===== config.mk =====
export PLATFORM = sky130hd
export DESIGN_NAME = integer_to_ascii_formatter_core
export DESIGN_NICKNAME = d
export VERILOG_FILES = /design/src/rtl/itoa_pkg.sv /design/src/rtl/integer_to_ascii_formatter_core.sv /design/src/rtl/itoa_dp.sv /design/src/rtl/itoa_ctrl.sv
export SDC_FILE = /design/constraint.sdc
export NUM_CORES = 1
export LEC_CHECK = 0
export BUFFER_PORTS_ARGS = -buffer_cell sky130_fd_sc_hd__buf_4
export CAP_MARGIN = 20
export CORE_ASPECT_RATIO = 0.5
export CORE_MARGIN = 2
export CORE_UTILIZATION = 57
export CTS_CLUSTER_DIAMETER = 120
export CTS_CLUSTER_SIZE = 12
export DETAILED_ROUTE_END_ITERATION = 16
export PLACE_DENSITY = 0.87
export SLEW_MARGIN = 40
export SYNTH_ARGS = -nofsm -noshare
export SYNTH_HDL_FRONTEND = slang
export SYNTH_HIERARCHICAL = 1
export SYNTH_SLANG_ARGS = --single-unit

===== constraint.sdc =====
create_clock -name clock -period 8.35 [get_ports clock]
set_input_delay 0.4175 -clock clock [delete_from_list [all_inputs] [get_ports clock]]
set_output_delay 0.4175 -clock clock [all_outputs]
set_load 0.01 [all_outputs]

===== src/rtl/itoa_pkg.sv =====
`timescale 1ns / 1ps
// itoa_pkg: payload types, controller/datapath link structs and ascii constants
// shared by all modules of integer_to_ascii_formatter_core; no dependencies

package itoa_pkg;

   // input fields fixed by the interface
   localparam int VALUE_BITS = 64;
   localparam int WIDTH_BITS = 6;
   localparam int CHAR_BITS  = 8;

   // decimal digits needed for a 64-bit magnitude, one nibble each
   localparam int NUM_DIGITS  = 20;
   localparam int DIGIT_BITS  = 4 * NUM_DIGITS;
   localparam int COUNT_BITS  = $clog2(NUM_DIGITS + 1);
   localparam int STEP_BITS   = $clog2(VALUE_BITS);

   localparam logic [CHAR_BITS-1:0] CHAR_ZERO  = 8'h30;
   localparam logic [CHAR_BITS-1:0] CHAR_UPPER = 8'h41;
   localparam logic [CHAR_BITS-1:0] CHAR_LOWER = 8'h61;
   localparam logic [CHAR_BITS-1:0] CHAR_MINUS = 8'h2d;
   localparam logic [3:0]           DEC_RADIX  = 4'd10;

   // character source select
   localparam logic [1:0] SEL_SIGN  = 2'd0;
   localparam logic [1:0] SEL_PAD   = 2'd1;
   localparam logic [1:0] SEL_DIGIT = 2'd2;

   typedef struct packed {
      logic [VALUE_BITS-1:0] value;
      logic                  is_signed;
      logic                  hex_base;
      logic                  upper_letters;
      logic [WIDTH_BITS-1:0] min_width;
      logic [CHAR_BITS-1:0]  pad_char;
   } req_payload_type;

   typedef struct packed {
      logic [CHAR_BITS-1:0] out_char;
      logic                 last_char;
   } rsp_payload_type;

   typedef struct packed {
      logic       load;
      logic       conv_step;
      logic       norm_step;
      logic       pad_load;
      logic       pad_dec;
      logic       digit_step;
      logic       emit;
      logic [1:0] sel;
   } dp_cmd_type;

   typedef struct packed {
      logic hex;
      logic neg;
      logic conv_last;
      logic norm_done;
      logic pad_zero;
      logic last_digit;
      logic emit_ok;
   } dp_status_type;

endpackage


===== src/rtl/integer_to_ascii_formatter_core.sv =====
`timescale 1ns / 1ps
// integer_to_ascii_formatter_core: top level joining itoa_ctrl and itoa_dp
// depends on itoa_pkg, itoa_ctrl, itoa_dp
//
// usage
//  - req channel: one beat carries a 64-bit value plus format fields (signed
//    flag, hex base, letter case, minimum width, pad character)
//  - rsp channel: one beat per output character, last_char set on the final
//    character of the run; a run is 1 to max(MAX_WIDTH, 20) characters
//  - one number at a time; req_ready is high only while the sequencer idles,
//    which already includes the cycle the final character sits in the output
//    register, so the next number loads while that character waits
//  - decimal: double-dabble conversion of all 64 bits, one bit per cycle, then
//    up to 19 leading zero digits dropped, one per cycle
//  - hex: no conversion step, then the same leading zero drop
//  - the padding is sized as the zero drop ends and the pad phase is left once
//    its count is zero; then one character per cycle while rsp_ready stays high
//  - a stalled receiver holds the current character in the output register
//    and freezes the sequencer; nothing is dropped
//  - synchronous reset clears the sequencer and the output valid; no
//    character is pending after reset

module integer_to_ascii_formatter_core #(
   parameter int MAX_WIDTH = 40
) (
   input  logic                      clock,
   input  logic                      reset,
   input  logic                      req_valid,
   output logic                      req_ready,
   input  itoa_pkg::req_payload_type req_payload,
   output logic                      rsp_valid,
   input  logic                      rsp_ready,
   output itoa_pkg::rsp_payload_type rsp_payload
);
   import itoa_pkg::*;

   // command and status link between sequencer and datapath
   dp_cmd_type    cmd;
   dp_status_type status;

   itoa_ctrl u_ctrl (
      .clock     (clock),
      .reset     (reset),
      .req_valid (req_valid),
      .req_ready (req_ready),
      .status    (status),
      .cmd       (cmd)
   );

   itoa_dp #(
      .MAX_WIDTH (MAX_WIDTH)
   ) u_dp (
      .clock       (clock),
      .reset       (reset),
      .req_payload (req_payload),
      .cmd         (cmd),
      .status      (status),
      .rsp_valid   (rsp_valid),
      .rsp_ready   (rsp_ready),
      .rsp_payload (rsp_payload)
   );

   // after a number is taken, req_ready is low in the following cycle
   a_busy_after_accept: assert property (@(posedge clock) disable iff (reset)
      (req_valid && req_ready) |=> !req_ready)
      else $error("new beat accepted while previous number still in progress");

   // the load command fires exactly on an accepted beat
   a_load_on_accept: assert property (@(posedge clock) disable iff (reset)
      cmd.load == (req_valid && req_ready))
      else $error("datapath load out of step with input handshake");

endmodule


===== src/rtl/itoa_dp.sv =====
`timescale 1ns / 1ps
// itoa_dp: datapath with double-dabble converter, digit normalizer, pad counter
// and output register; depends on itoa_pkg, driven by itoa_ctrl commands

module itoa_dp #(
   parameter int MAX_WIDTH = 40
) (
   input  logic                      clock,
   input  logic                      reset,
   input  itoa_pkg::req_payload_type req_payload,
   input  itoa_pkg::dp_cmd_type      cmd,
   output itoa_pkg::dp_status_type   status,
   output logic                      rsp_valid,
   input  logic                      rsp_ready,
   output itoa_pkg::rsp_payload_type rsp_payload
);
   import itoa_pkg::*;

   localparam logic [WIDTH_BITS-1:0] MaxW = WIDTH_BITS'(MAX_WIDTH);

   logic [VALUE_BITS-1:0] bin_ff, bin_in;
   logic [DIGIT_BITS-1:0] digits_ff, digits_in;
   logic [STEP_BITS-1:0]  step_ff, step_in;
   logic [COUNT_BITS-1:0] nd_ff, nd_in;
   logic [WIDTH_BITS-1:0] width_ff, width_in;
   logic [WIDTH_BITS-1:0] pad_ff, pad_in;
   logic                  neg_ff, neg_in;
   logic                  hex_ff, hex_in;
   logic                  upper_ff, upper_in;
   logic [CHAR_BITS-1:0]  padc_ff, padc_in;
   logic                  rsp_valid_ff, rsp_valid_in;
   rsp_payload_type       rsp_ff, rsp_in;

   logic [VALUE_BITS-1:0] mag;
   logic                  ld_neg;
   logic [WIDTH_BITS-1:0] sat_w;
   logic [DIGIT_BITS-1:0] adj;
   logic [3:0]            top_dig;
   logic [CHAR_BITS-1:0]  dig_char;
   logic [WIDTH_BITS-1:0] nd_w;

   // load-time sign handling and width saturation
   always_comb begin
      ld_neg = req_payload.is_signed & ~req_payload.hex_base
               & req_payload.value[VALUE_BITS-1];
      mag    = ld_neg ? (VALUE_BITS'(0) - req_payload.value) : req_payload.value;
      sat_w  = (req_payload.min_width > MaxW) ? MaxW : req_payload.min_width;
      if (ld_neg && sat_w != '0) begin
         sat_w = sat_w - WIDTH_BITS'(1);
      end
   end

   // add-3 correction on every bcd nibble before the shift
   always_comb begin
      for (int i = 0; i < NUM_DIGITS; i++) begin
         adj[4*i +: 4] = (digits_ff[4*i +: 4] >= 4'd5) ? digits_ff[4*i +: 4] + 4'd3
                                                      : digits_ff[4*i +: 4];
      end
   end

   assign top_dig = digits_ff[DIGIT_BITS-1 -: 4];
   assign nd_w    = WIDTH_BITS'(nd_ff);

   always_comb begin
      if (top_dig < DEC_RADIX) begin
         dig_char = CHAR_ZERO + CHAR_BITS'(top_dig);
      end else begin
         dig_char = (upper_ff ? CHAR_UPPER : CHAR_LOWER) + CHAR_BITS'(top_dig - DEC_RADIX);
      end
   end

   always_comb begin
      bin_in    = bin_ff;
      digits_in = digits_ff;
      step_in   = step_ff;
      nd_in     = nd_ff;
      width_in  = width_ff;
      pad_in    = pad_ff;
      neg_in    = neg_ff;
      hex_in    = hex_ff;
      upper_in  = upper_ff;
      padc_in   = padc_ff;
      if (cmd.load) begin
         neg_in    = ld_neg;
         hex_in    = req_payload.hex_base;
         upper_in  = req_payload.upper_letters;
         padc_in   = req_payload.pad_char;
         width_in  = sat_w;
         step_in   = '0;
         nd_in     = COUNT_BITS'(NUM_DIGITS);
         bin_in    = mag;
         digits_in = req_payload.hex_base ? DIGIT_BITS'(mag) : '0;
      end
      if (cmd.conv_step) begin
         {digits_in, bin_in} = {adj[DIGIT_BITS-2:0], bin_ff, 1'b0};
         step_in = step_ff + STEP_BITS'(1);
      end
      if (cmd.norm_step || cmd.digit_step) begin
         digits_in = {digits_ff[DIGIT_BITS-5:0], 4'h0};
         nd_in     = nd_ff - COUNT_BITS'(1);
      end
      if (cmd.pad_load) begin
         pad_in = (width_ff > nd_w) ? width_ff - nd_w : '0;
      end
      if (cmd.pad_dec) begin
         pad_in = pad_ff - WIDTH_BITS'(1);
      end
   end

   // output register
   always_comb begin
      rsp_valid_in = rsp_valid_ff;
      rsp_in       = rsp_ff;
      if (rsp_ready) begin
         rsp_valid_in = 1'b0;
      end
      if (cmd.emit) begin
         rsp_valid_in     = 1'b1;
         rsp_in.last_char = 1'b0;
         case (cmd.sel)
            SEL_SIGN:  rsp_in.out_char = CHAR_MINUS;
            SEL_PAD:   rsp_in.out_char = padc_ff;
            default: begin
               rsp_in.out_char  = dig_char;
               rsp_in.last_char = (nd_ff == COUNT_BITS'(1));
            end
         endcase
      end
   end

   always_ff @(posedge clock) begin
      if (reset) begin
         rsp_valid_ff <= 1'b0;
      end else begin
         rsp_valid_ff <= rsp_valid_in;
      end
      bin_ff    <= bin_in;
      digits_ff <= digits_in;
      step_ff   <= step_in;
      nd_ff     <= nd_in;
      width_ff  <= width_in;
      pad_ff    <= pad_in;
      neg_ff    <= neg_in;
      hex_ff    <= hex_in;
      upper_ff  <= upper_in;
      padc_ff   <= padc_in;
      rsp_ff    <= rsp_in;
   end

   always_comb begin
      status.hex        = hex_ff;
      status.neg        = neg_ff;
      status.conv_last  = (step_ff == {STEP_BITS{1'b1}});
      status.norm_done  = (top_dig != 4'h0) || (nd_ff == COUNT_BITS'(1));
      status.pad_zero   = (pad_ff == '0);
      status.last_digit = (nd_ff == COUNT_BITS'(1));
      status.emit_ok    = ~rsp_valid_ff | rsp_ready;
   end

   assign rsp_valid   = rsp_valid_ff;
   assign rsp_payload = rsp_ff;

   a_emit_sets_valid: assert property (@(posedge clock) disable iff (reset)
      cmd.emit |=> rsp_valid_ff)
      else $error("emitted character not held in output register");

   a_dec_digit_range: assert property (@(posedge clock) disable iff (reset)
      (cmd.digit_step && !hex_ff) |-> (top_dig < DEC_RADIX))
      else $error("decimal digit out of range after conversion");

endmodule


===== src/rtl/itoa_ctrl.sv =====
`timescale 1ns / 1ps
// itoa_ctrl: sequencing state machine for conversion, normalization and emission
// depends on itoa_pkg; drives itoa_dp through command and status structs

module itoa_ctrl (
   input  logic                    clock,
   input  logic                    reset,
   input  logic                    req_valid,
   output logic                    req_ready,
   input  itoa_pkg::dp_status_type status,
   output itoa_pkg::dp_cmd_type    cmd
);
   import itoa_pkg::*;

   localparam logic [2:0] ST_IDLE  = 3'd0;
   localparam logic [2:0] ST_CONV  = 3'd1;
   localparam logic [2:0] ST_NORM  = 3'd2;
   localparam logic [2:0] ST_SIGN  = 3'd3;
   localparam logic [2:0] ST_PAD   = 3'd4;
   localparam logic [2:0] ST_DIGIT = 3'd5;

   logic [2:0] state_ff, state_in;

   always_comb begin
      state_in  = state_ff;
      cmd       = '0;
      req_ready = 1'b0;
      unique case (state_ff)
         ST_IDLE: begin
            req_ready = 1'b1;
            if (req_valid) begin
               cmd.load = 1'b1;
               state_in = ST_CONV;
            end
         end
         ST_CONV: begin
            // hex needs no conversion, nibbles already in place
            if (status.hex) begin
               state_in = ST_NORM;
            end else begin
               cmd.conv_step = 1'b1;
               if (status.conv_last) begin
                  state_in = ST_NORM;
               end
            end
         end
         ST_NORM: begin
            if (status.norm_done) begin
               cmd.pad_load = 1'b1;
               state_in     = status.neg ? ST_SIGN : ST_PAD;
            end else begin
               cmd.norm_step = 1'b1;
            end
         end
         ST_SIGN: begin
            if (status.emit_ok) begin
               cmd.emit = 1'b1;
               cmd.sel  = SEL_SIGN;
               state_in = ST_PAD;
            end
         end
         ST_PAD: begin
            if (status.pad_zero) begin
               state_in = ST_DIGIT;
            end else if (status.emit_ok) begin
               cmd.emit    = 1'b1;
               cmd.sel     = SEL_PAD;
               cmd.pad_dec = 1'b1;
            end
         end
         ST_DIGIT: begin
            if (status.emit_ok) begin
               cmd.emit       = 1'b1;
               cmd.sel        = SEL_DIGIT;
               cmd.digit_step = 1'b1;
               if (status.last_digit) begin
                  state_in = ST_IDLE;
               end
            end
         end
         default: begin
            state_in = ST_IDLE;
         end
      endcase
   end

   always_ff @(posedge clock) begin
      if (reset) begin
         state_ff <= ST_IDLE;
      end else begin
         state_ff <= state_in;
      end
   end

   a_last_to_idle: assert property (@(posedge clock) disable iff (reset)
      (state_ff == ST_DIGIT && cmd.emit && status.last_digit) |=> (state_ff == ST_IDLE))
      else $error("controller did not return to idle after last digit");

endmodule


# After elaboration in Yosys (flattened, before gate mapping)
# Cells that the tools add are included.
[word_totals] inputBits=85 output_inout_bits=11 regBits=191
[classes] n_reduce_logical=15 order_cmp=23 add_sub_neg=29 n_eq_ne=15 muxes=68 bitwise=5
[op_table] operator="2-to-1 mux 64 bit" count=4
[op_table] operator="2-to-1 mux 80 bit" count=3
[op_table] operator=">= comparator 4 x 3 -> 1 bit, second input constant" count=20
[op_table] operator="2-to-1 mux 4 bit" count=20
[op_table] operator="adder 4 x 2 -> 4 bit, second input constant" count=19
[op_table] operator="subtractor 1 x 64 -> 64 bit, first input constant" count=1
[op_table] operator="2-to-1 mux 6 bit" count=8
[op_table] operator="2-to-1 mux 3 bit" count=13
[op_table] operator="one-hot mux 3 bit (6 select lines)" count=1
[op_table] operator="one-hot mux 8 bit (2 select lines)" count=1
[op_table] operator="2-to-1 mux 1 bit" count=13
[op_table] operator="!= test 2 bit, second input constant" count=6
[op_table] operator="subtractor 6 x 1 -> 6 bit, second input constant" count=2
[op_table] operator="2-to-1 mux 5 bit" count=2
[op_table] operator="one-hot mux 3 bit (3 select lines)" count=1
[op_table] operator="adder 8 bit" count=1
[op_table] operator="2-to-1 mux 8 bit" count=1
[op_table] operator="nonzero test 2 bit" count=4
[op_table] operator="adder 6 x 4 -> 7 bit, first input constant" count=1
[op_table] operator="AND reduction 7 bit" count=1
[op_table] operator="adder 6 x 1 -> 6 bit, second input constant" count=1
[op_table] operator="equality test 3 x 2 -> 1 bit, second input constant" count=2
[op_table] operator="equality test 3 bit, second input constant" count=2
[op_table] operator="equality test 6 bit, second input constant" count=1
[op_table] operator="24 further kinds" count=27

# Depth between registers and ports, before layout
# Gate-level depths: netlist of run 1.
[logic_depth] word_depth=8 depth_mapped=11 mapped_depth_nobuf=10

# By module
# The synthesis of run 1 kept the hierarchy.
[modules_own_cells] mod="itoa_dp" n_inst=1 cells_each=1341 area_per_inst_um2=12245.5
[modules_own_cells] mod="itoa_ctrl" n_inst=1 cells_each=42 area_per_inst_um2=311.5

# Worst setup path before layout of run 1
# OpenSTA, ideal clock, no wires.
[synth_timing] path_type="register -> register" start="reg u_dp.nd_ff[1]" end="reg u_dp.digits_ff[10], enable pin" stages_incl_launch_ff=9 setup_ns=0.962 slack_ns=3.895 arrival_ns=3.493 path_cell_list="edfxtp_1 > inv_1 > ha_1 > nor4b_1 > or4b_2 > nor4b_1 > nor2_1 > clkbuf_1 > nand3_1"
[synth_lines] item="from (decl)" line="itoa_dp.sv:24" rtl="logic [COUNT_BITS-1:0] nd_ff, nd_in;"
[synth_lines] item="from (signal assigned)" line="itoa_dp.sv:140" rtl="nd_ff <= nd_in;"
[synth_lines] item="to (signal assigned)" line="itoa_dp.sv:138" rtl="digits_ff <= digits_in;"
[synth_lines] item="to (decl)" line="itoa_dp.sv:22" rtl="logic [DIGIT_BITS-1:0] digits_ff, digits_in;"

==> results.toml, run 1 <==
[clock_network]
cts_buffer_depth = 2
clk_pin_slew_ns = 0.07
htreeDepth = 4
cts_sinks = 191
cts_made_buffers = 17
holdBufCountCts = 0
clock_latency_ns = 0.45
cts-root-buf = "clkbuf_16"
postCtsSetupBuffers = 0
cts_tree = "built"
cts_resized = 0

[sta]
rsz0062_at_grt = "false"
finalSetupViolCount = 0
fin_crit_ns = 3.48
tns_ns = 0
drv_slew = 0
maxSlewHeadroom_pct = 42.6
tightest_slew_ns = 0.856
fmax_ghz = 0.287
hold_violations = 0
fin_crit_sh_pct = 41.7
skew_ns = 0.0118

[run]
max_cap_viol_count = 0

[finish]
post-route-util_pct = 65.3
multiInputGateArea_um2 = 6410
regArea_um2 = 5650
nFillCells = 1711
instances_no_fill = 1751
syn_to_final_growth_pct = 12.6
drive_above_1_share_pct = 10.9
finalNetCount = 1580
design_area_um2 = 14100

[logic_synthesis]
synth_top_area_share_pct = 43.5
synth.distinct_cells = 60
synth-async-reset-ratio_pct = 0
synth_cells = 1383
synthTopCellsByCount = "nand2_1 (205), edfxtp_1 (182), o21ai_0 (132), a21oi_1 (117), nor2_1 (89)"
synth_largest_area_cell = "edfxtp_1"
yosys-top-cells-area = "edfxtp_1 (44%), nand2_1 (6.1%), ha_1 (5.7%), o21ai_0 (5.3%), xnor2_1 (4.9%)"
synth_warnings = 6
synth-edff-count = 182
synth_fp_nets = 1526
synth_ff_type = "edfxtp_1"
syn_area_per_cell_um2 = 9.08
synth_area_um2 = 12600
synth_most_common_cell = "nand2_1"
synth_seq_cells = 191
synth_seq_area_share_pct = 45.0

[grt]
use_met3_pct = 5.47
grt_usage_pct = 27.6
grt_use_met1_pct = 32.9
antenna_found_initial = 1
grt_pass1_wl_um = 50900
grt_overflow = 0
grt_max_degree = 104
grt_pass1_vias = 10439
grt_use_met2_pct = 49.5
busiest_layer = "met2"

[routing]
avgRoutedWirePerCell_um = 18.4
drtAntennaViolNets = 0
drt-total-wl_um = 32200
first_pass_iters = 6
drt_iter0_markers = 1354
vias = 10777
viasPerCell = 6.15
drc_errors = 0

[floorplan]
start_util_pct = 58.0
dieHeight_um = 109
std_cell_rows = 38
core_um2 = 21600
dieArea_um2 = 23300
fp.dieW_um = 214
io_pins = 96

[critical_path]
cp-start-kind = "flip-flop"
cp_max_fo = 103
required_ns = 8.51
worstPathArrival_ns = 3.64
crit_path_end_kind = "flip-flop"
crit_type = "flip-flop to flip-flop"

[pwr]
power_density_nw_per_um2 = 243
internal_power_w = 0.00225
pwr-share-clk_pct = 25.9
p_leak_nw = 5.17
comb_power_share_pct = 30.0
vdd_ir_drop_max_uv = 155
p_sw_w = 0.00119
p_sw_share_pct = 34.5
p_seq_share_pct = 44.1

[worst_hold_path]
hold_path_class = "input pin to flip-flop"

[placed_design]
gp_congestion = 0.915
io_buffers = 95
place_hpwl_um = 22100
dp_cells = 1718
postPlaceCellArea_um2 = 13500

[run_status]
run_status = "finished, final reports clean"
[power by group through the flow]
stage | Clock, W | Sequential [W] | Combinational (W)
after floorplan | 0 | 0.00149 | 0.000739
after global placement | 0 | 0.00151 | 0.000936
after detailed placement | 0 | 0.00153 | 0.00101
after CTS | 0.000903 | 0.00151 | 0.00102
after global routing | 0.000939 | 0.00154 | 0.00114
final | 0.000891 | 0.00152 | 0.00103
[sequential cells by signal (all words and copies together) (netlist names)]
signal	count
u_ctrl/state_ff	3
u_dp/bin_ff	64
u_dp/digits_ff	80
u_dp/hex_ff	1
u_dp/nd_ff	5
u_dp/neg_ff	1
u_dp/pad_ff	6
u_dp/padc_ff	8
u_dp/rsp_payload	9
u_dp/rsp_valid	1
u_dp/step_ff	6
u_dp/upper_ff	1
u_dp/width_ff	6
[cells by family (layout without fill, tap and decap cells)]
logic type	Yosys count	count (layout)	synth area share [%]
buffers and inverters	140	207	4.32
adders and majority gates	58	58	5.84
AOI/OAI and AO/OA	396	396	18.4
and+or+nand+nor	486	486	18.6
DFF	191	191	45.0
muxes	7	7	0.558
other	0	1	0
xor gates and xnor gates	105	105	7.32
[path summary, 6_finish.rpt]
check	startpoint	endpoint	slack, ns	cells after the start
max	u_dp/nd_ff[0]	u_dp/digits_ff[11]	4.87	7
min	req_payload[7]	u_dp/padc_ff[7]	0.15	1
max reg2reg	u_dp/nd_ff[0]	u_dp/digits_ff[11]	4.87	7
min reg2reg	u_dp/bin_ff[0]	u_dp/bin_ff[0]	0.51	2
[final cells by class]
type	instances	share of cell area (%)
tap	300	2.66
sequential	191	39.9
timing repair buffer	105	5.66
clock inverter	14	1.44
multi-input combinational	1052	45.3
antenna	1	0.0177
inverter	70	1.86
clock buffer	18	3.11
[placed cells by master, fill, tap and decap left out, drive strengths merged, types with 3 or more instances in the layout]
master / synthesis / layout
a211oi: 21 / 21
a21o: 6 / 6
a21oi: 117 / 117
a311oi: 18 / 18
a31oi: 31 / 31
a32oi: 3 / 3
a41oi: 4 / 4
and2: 7 / 7
and3: 37 / 37
buf: 8 / 105
bufinv: 0 / 4
clkbuf: 62 / 18
clkinv: 1 / 5
dfxtp: 9 / 9
edfxtp: 182 / 182
ha: 57 / 57
inv: 69 / 73
mux2i: 7 / 7
nand2: 205 / 205
nand2b: 41 / 41
nand3: 20 / 20
nand4: 4 / 4
nor2: 89 / 89
nor2b: 3 / 3
nor3: 35 / 35
nor3b: 7 / 7
nor4: 15 / 15
nor4b: 4 / 4
o21ai: 153 / 153
o22ai: 9 / 9
o31ai: 20 / 20
o32ai: 4 / 4
o41ai: 3 / 3
or2: 5 / 5
or3: 5 / 5
or4: 3 / 3
xnor2: 70 / 70
xor2: 35 / 35
[per-layer routing]
metal  up-vias  share of wire, %
li1       5106                 -
met5         -                 0
met2       516                50
met3        66               8.0
met1      5089                39
met4         0               2.5
[worst max-delay path, cell delays in order, from the launching register on]
cell	delay, ns
edfxtp_1	0.46
ha_1	0.24
nor4b_1	0.17
or4b_2	0.71
nor4b_1	0.37
or2_4	0.41
buf_6	0.56
o21ai_0	0.22
[stage by stage]
step | worst slack (ns) | hold WS (ns) | total power [W]
after global placement | 4.84 | 0.479 | 0.00245
after global routing | 4.62 | 0.132 | 0.00363
final | 4.87 | 0.154 | 0.00344
after floorplan | 3.89 | 0.453 | 0.00223
after CTS | 4.70 | 0.129 | 0.00343
after detailed placement | 4.68 | 0.485 | 0.00253
(Power assumes the default switching activity.)
==> run 2, diff against run 1 <==
--- a/config.mk
+++ b/config.mk
@@ -9,11 +9,11 @@
 export CAP_MARGIN = 20
 export CORE_ASPECT_RATIO = 0.5
 export CORE_MARGIN = 2
-export CORE_UTILIZATION = 57
+export CORE_UTILIZATION = 56
 export CTS_CLUSTER_DIAMETER = 120
 export CTS_CLUSTER_SIZE = 12
 export DETAILED_ROUTE_END_ITERATION = 16
-export PLACE_DENSITY = 0.87
+export PLACE_DENSITY = 0.89
 export SLEW_MARGIN = 40
 export SYNTH_ARGS = -nofsm -noshare
 export SYNTH_HDL_FRONTEND = slang
==> constraint.sdc (replaced) <==
create_clock -name clock -period 3.1 [get_ports clock]
set_input_delay 0.155 -clock clock [delete_from_list [all_inputs] [get_ports clock]]
set_output_delay 0.155 -clock clock [all_outputs]
set_load 0.01 [all_outputs]
==> run 2 against run 1 <==
  * Clock-buffer cell count rose by 2
  * Clock skew down 0.0019 ns
  * Routed wire length up 1.9%
  * Die area up 1.7%
  * Critical path depth unchanged
  * Design area increased by 2.0%
  * Maximum frequency increased by 21%
  * Register-to-register slack worse by 4.6 ns
  * Combinational power increased to 2.8 times the previous value
  * Largest cell class unchanged
  * Flip-flop and latch count unchanged
  * First-iteration DRC count is 7.1% higher
==> results.toml, run 2 (synthesis gave the netlist of run 1 again) <==
[critical_path]
cp_cell_sequence = "inv_1, ha_1, or4b_2, nor4b_4, nor2_2, nand3_4, buf_12"
critPathCapture = "u_dp/digits_ff[9]"
cpPeakStageDelay_ns = 0.69
worstPathArrival_ns = 3.02
path_depth = 7
required_ns = 3.24
r2r_start = "u_dp/digits_ff[76]"
cp-start-kind = "flip-flop"
crit_type = "flip-flop to flip-flop"
path_delay_family = "simple AND/OR/NAND/NOR gates"
cp_max_fo = 42
cp_num_buf_inv = 2
cp-startpoint = "u_dp/digits_ff[76]"
crit_path_end_kind = "flip-flop"
r2r-end = "u_dp/digits_ff[9]"
r2r_cells = 7
r2r_slack_ns = 0.22
slowest_stage = "or4b_2"

[routing]
drtAntennaViolNets = 0
viasPerCell = 6.17
drc_errors = 0
avgRoutedWirePerCell_um = 18.4
drt_iter0_markers = 1450
vias = 10994
drt-total-wl_um = 32900
first_pass_iters = 8

[sta]
hold_violations = 0
fin_crit_ns = 2.88
tns_ns = 0
drv_slew = 0
rsz0062_at_grt = "false"
fin_crit_sh_pct = 92.9
fmax_ghz = 0.347
maxSlewHeadroom_pct = 55.2
skew_ns = 0.00982
tightest_slew_ns = 0.672
finalSetupViolCount = 0

[finish]
mostFrequentLayoutCell = "nand2_1"
largest_register_ffs = 80
n_antenna_cell = 0
instances_no_fill = 1782
nFillCells = 1629
syn_to_final_growth_pct = 14.8
finalNetCount = 1612
mostFrequentLayoutCells = "nand2_1 (203), edfxtp_1 (182), o21ai_0 (132), buf_4 (119), a21oi_1 (117)"
drive_above_1_share_pct = 12.1
largest-register = "u_dp/digits_ff"

[clock_network]
cts_buffer_depth = 2
htreeDepth = 4
cts_made_buffers = 17
cts_sinks = 191
clock_latency_ns = 0.46
clk_pin_slew_ns = 0.07
cts_tree = "built"
cts-root-buf = "clkbuf_16"
postCtsSetupBuffers = 0

[placed_design]
dp_cells = 1738
gp_congestion = 0.899
place_hpwl_um = 22500
io_buffers = 95

[pwr]
pwr-share-clk_pct = 24.1
p_sw_share_pct = 35.4
vdd_ir_drop_max_uv = 475
p_leak_nw = 5.31
internal_power_w = 0.00592
p_sw_w = 0.00324
p_seq_share_pct = 44.4
power_density_nw_per_um2 = 636
comb_power_share_pct = 31.5

[run]
max_cap_viol_count = 0

[grt]
antenna_found_initial = 0
grt_overflow = 0
grt_max_degree = 117
grt_pass1_vias = 10728
grt_pass1_wl_um = 53100
grt_usage_pct = 28.4

[floorplan]
start_util_pct = 57.5
dieArea_um2 = 23700
core_um2 = 21800
io_pins = 96
std_cell_rows = 38
fp.dieW_um = 216
dieHeight_um = 110

[worst_hold_path]
hold_path_class = "input pin to flip-flop"

[run_status]
run_status = "finished, final reports clean"
-- run 2: changes by cell type in the layout (fill, tap and decap cells not counted), sizes merged, moves of 2 or more --
cell	previous run	this run
inv	73	71
buf	105	125
clkinvlp	2	4
dlygate4sd3	0	12
clkbuf	18	20
bufinv	4	1
-- run 2: timing repair --
action	4_1_cts	5_1_grt
pin swaps	0	0
gates cloned	0	0
hold buffers	12	0
setup endpoints to repair	72	15
resized for setup	2	2
hold endpoints to repair	15	0
-- run 2: metal layers --
layer | up-vias | wire (µm) | GRT usage [%]
li1 | 5175 | - | -
met5 | - | 0 | 0
met1 | 5194 | 13400 | 34.7
met4 | 0 | 1110 | 13.8
met3 | 101 | 2480 | 4.84
met2 | 524 | 15900 | 49.7
-- run 2: power by group through the flow --
stage	combinational, W	sequential [W]	clock (W)
after floorplan	0.00200	0.00398	0
after global placement	0.00262	0.00406	0
after detailed placement	0.00280	0.00410	0
after CTS	0.00285	0.00405	0.00223
after global routing	0.00321	0.00414	0.00231
final	0.00289	0.00407	0.00221
-- run 2: layout make-up --
type	instances	area [µm²]	share of cell area, %
Multi-Input combinational cell	1052	6420	44.5
Sequential cell	191	5650	39.2
Timing Repair Buffer	137	1130	7.86
Clock buffer	20	467	3.24
Tap cell	300	375	2.60
Inverter	70	263	1.82
Clock inverter	12	110	0.764
-- run 2: per-stage QoR --
stage	utilization, %	worst slack, ns	cell area [µm²]	hold slack [ns]	total power (W)
finish	66.0	0.220	14400	0.0339	0.00917
detailed placement	62.8	-0.0580	13700	0.334	0.00690
global route	66.0	0.0997	14400	0.0417	0.00966
CTS	66.0	0.166	14400	0.0194	0.00913
global placement	62.8	0.127	13700	0.335	0.00668
floorplan	-	-0.0254	12600	0.221	0.00598
-- run 2: how the worst min path moves through the flow --
stage                                     to  cells past startpoint  slack, ns       startpoint
final                       u_dp/width_ff[4]                      2       0.03  req_payload[12]
after detailed placement     u_dp/padc_ff[6]                      1       0.33   req_payload[6]
after CTS                   u_dp/width_ff[4]                      2       0.02  req_payload[12]
after floorplan           u_ctrl/state_ff[0]                      1       0.22            reset
after global routing        u_dp/width_ff[4]                      2       0.04  req_payload[12]
after global placement       u_dp/padc_ff[2]                      1       0.34   req_payload[2]
==> run 3, diff against run 2 <==
--- a/config.mk
+++ b/config.mk
@@ -9,11 +9,11 @@
 export CAP_MARGIN = 20
 export CORE_ASPECT_RATIO = 0.5
 export CORE_MARGIN = 2
-export CORE_UTILIZATION = 56
+export CORE_UTILIZATION = 45
 export CTS_CLUSTER_DIAMETER = 120
 export CTS_CLUSTER_SIZE = 12
 export DETAILED_ROUTE_END_ITERATION = 16
-export PLACE_DENSITY = 0.89
+export PLACE_DENSITY = 0.76
 export SLEW_MARGIN = 40
 export SYNTH_ARGS = -nofsm -noshare
 export SYNTH_HDL_FRONTEND = slang
==> run 3 against run 2 <==
  * First-iteration DRC count is 25% lower
  * Flip-flop and latch count stayed put
  * Die area is 24% higher
  * Critical path type unchanged
  * Largest power group unchanged
==> results.toml, run 3 (synthesis gave the netlist of run 1 again) <==
[run_status]
run_status = "finished, final reports clean"

[finish]
mostFrequentLayoutCell = "nand2_1"
largest-register = "u_dp/digits_ff"
design_area_um2 = 14600
n_antenna_cell = 0
syn_to_final_growth_pct = 16.2
largest_register_ffs = 80
drive_above_1_share_pct = 12.3
mostFrequentLayoutCells = "nand2_1 (203), edfxtp_1 (182), o21ai_0 (132), buf_4 (127), a21oi_1 (117)"
finalNetCount = 1623
instances_no_fill = 1875

[critical_path]
cp_max_fo = 12
cp-start-kind = "flip-flop"
crit_path_end_kind = "flip-flop"
cp-startpoint = "u_dp/nd_ff[0]"
r2r_start = "u_dp/nd_ff[0]"
crit_type = "flip-flop to flip-flop"
required_ns = 3.25
worstPathArrival_ns = 2.97

[pwr]
internal_power_w = 0.00588
p_leak_nw = 5.36
pwr-share-clk_pct = 23.1
p_seq_share_pct = 45.0
p_sw_w = 0.00312
p_sw_share_pct = 34.6
vdd_ir_drop_max_uv = 482
power_density_nw_per_um2 = 616
comb_power_share_pct = 31.9

[floorplan]
start_util_pct = 45.6
io_pins = 96
fp.dieW_um = 240
dieArea_um2 = 29300
dieHeight_um = 122
core_um2 = 27500
std_cell_rows = 43

[clock_network]
clk_pin_slew_ns = 0.06
cts_buffer_depth = 2
cts_tree = "built"
cts-root-buf = "clkbuf_16"
clock_latency_ns = 0.45
cts_made_buffers = 17
cts_sinks = 191
htreeDepth = 4

[sta]
fin_crit_sh_pct = 91.0
hold_violations = 0
drv_slew = 0
skew_ns = 0.0131
layout_setup_ws_ns = 0.280
fmax_ghz = 0.355
tns_ns = 0
tightest_slew_ns = 0.763
finalSetupViolCount = 0
whs_ns = 0.0516
rsz0062_at_grt = "false"
maxSlewHeadroom_pct = 49.0
fin_crit_ns = 2.82

[grt]
grt_use_met1_pct = 29.2
grt_usage_pct = 22.7
use_met3_pct = 4.55
grt_use_met2_pct = 38.1
grt_max_degree = 117
grt_pass1_wl_um = 51800
busiest_layer = "met2"
grt_pass1_vias = 10110
grt_overflow = 0
antenna_found_initial = 1

[placed_design]
preCtsSetupSlack_ns = 0.0918
place_hpwl_um = 22700
io_buffers = 95
postPlaceCellArea_um2 = 13900
dp_cells = 1829
gp_congestion = 0.890

[run]
max_cap_viol_count = 0

[worst_hold_path]
hold_path_class = "input pin to flip-flop"
hold_start = "req_payload[12]"

[routing]
drc_errors = 0
drtAntennaViolNets = 0
first_pass_iters = 6
avgRoutedWirePerCell_um = 17.2
viasPerCell = 5.72
drt-total-wl_um = 32300
vias = 10717
drt_iter0_markers = 1092
==> run 3: cell types whose count changed in the layout (fill, tap and decap cells not counted), moves of 3 or more <==
cell        before  now
clkinv_1         1    4
buf_4          119  127
clkbuf_1         0    3
clkinvlp_4       4    1
clkbuf_8         3    0
buf_12           6   10
==> run 3: area by class of cell <==
| class | count | area (µm²) |
|---|---|---|
| fillers | 2507 | 13000 |
| well taps | 382 | 478 |
| multi-input cells | 1052 | 6410 |
| clock inverters | 12 | 95.1 |
| clock buffers | 20 | 437 |
| inverters | 70 | 263 |
| flip-flops and latches | 191 | 5650 |
| repair buffers | 148 | 1260 |
==> run 3: layer usage <==
layer	vias to the layer above	part of all wire, %
met3	48	6.8
met1	5063	44
met4	0	2.1
li1	5189	-
met5	-	0
met2	417	48
==> run 3: power groups by stage <==
stage	registers (W)	clock network [W]	logic, W
after global routing	0.00413	0.00221	0.00325
after floorplan	0.00398	0	0.00200
after detailed placement	0.00409	0	0.00282
after CTS	0.00404	0.00211	0.00286
final	0.00405	0.00208	0.00287
after global placement	0.00408	0	0.00274
==> run 3: path summary, 6_finish.rpt <==
check                             to  slack, ns  depth (start not counted)
setup reg to reg  u_dp/digits_ff[78]       0.28                          7
hold / removal      u_dp/width_ff[4]       0.05                          2
setup / recovery  u_dp/digits_ff[78]       0.28                          7
hold reg to reg       u_dp/bin_ff[0]       0.50                          2
==> run 3: critical path, cell delays in order (launching register included) <==
cell	delay [ns]
edfxtp_1	0.45
ha_1	0.22
nor4b_1	0.15
or4b_2	0.69
nor4b_2	0.33
nor2_1	0.17
nand3_4	0.26
buf_4	0.24
==> run 3: repair_timing <==
item                                    in CTS  in global routing
endpoints found under the hold margin       14                  0
resized for setup                            0                  2
buffers inserted                             0                  3
endpoints found under the setup margin       0                127
hold buffers                                11                  0
==> run 3: through the flow <==
step                utilization, %  power (W)
floorplan                        -    0.00598
global placement              50.5    0.00682
detailed placement            50.5    0.00691
CTS                           52.8    0.00902
global route                  53.0    0.00959
finish                        53.0    0.00899
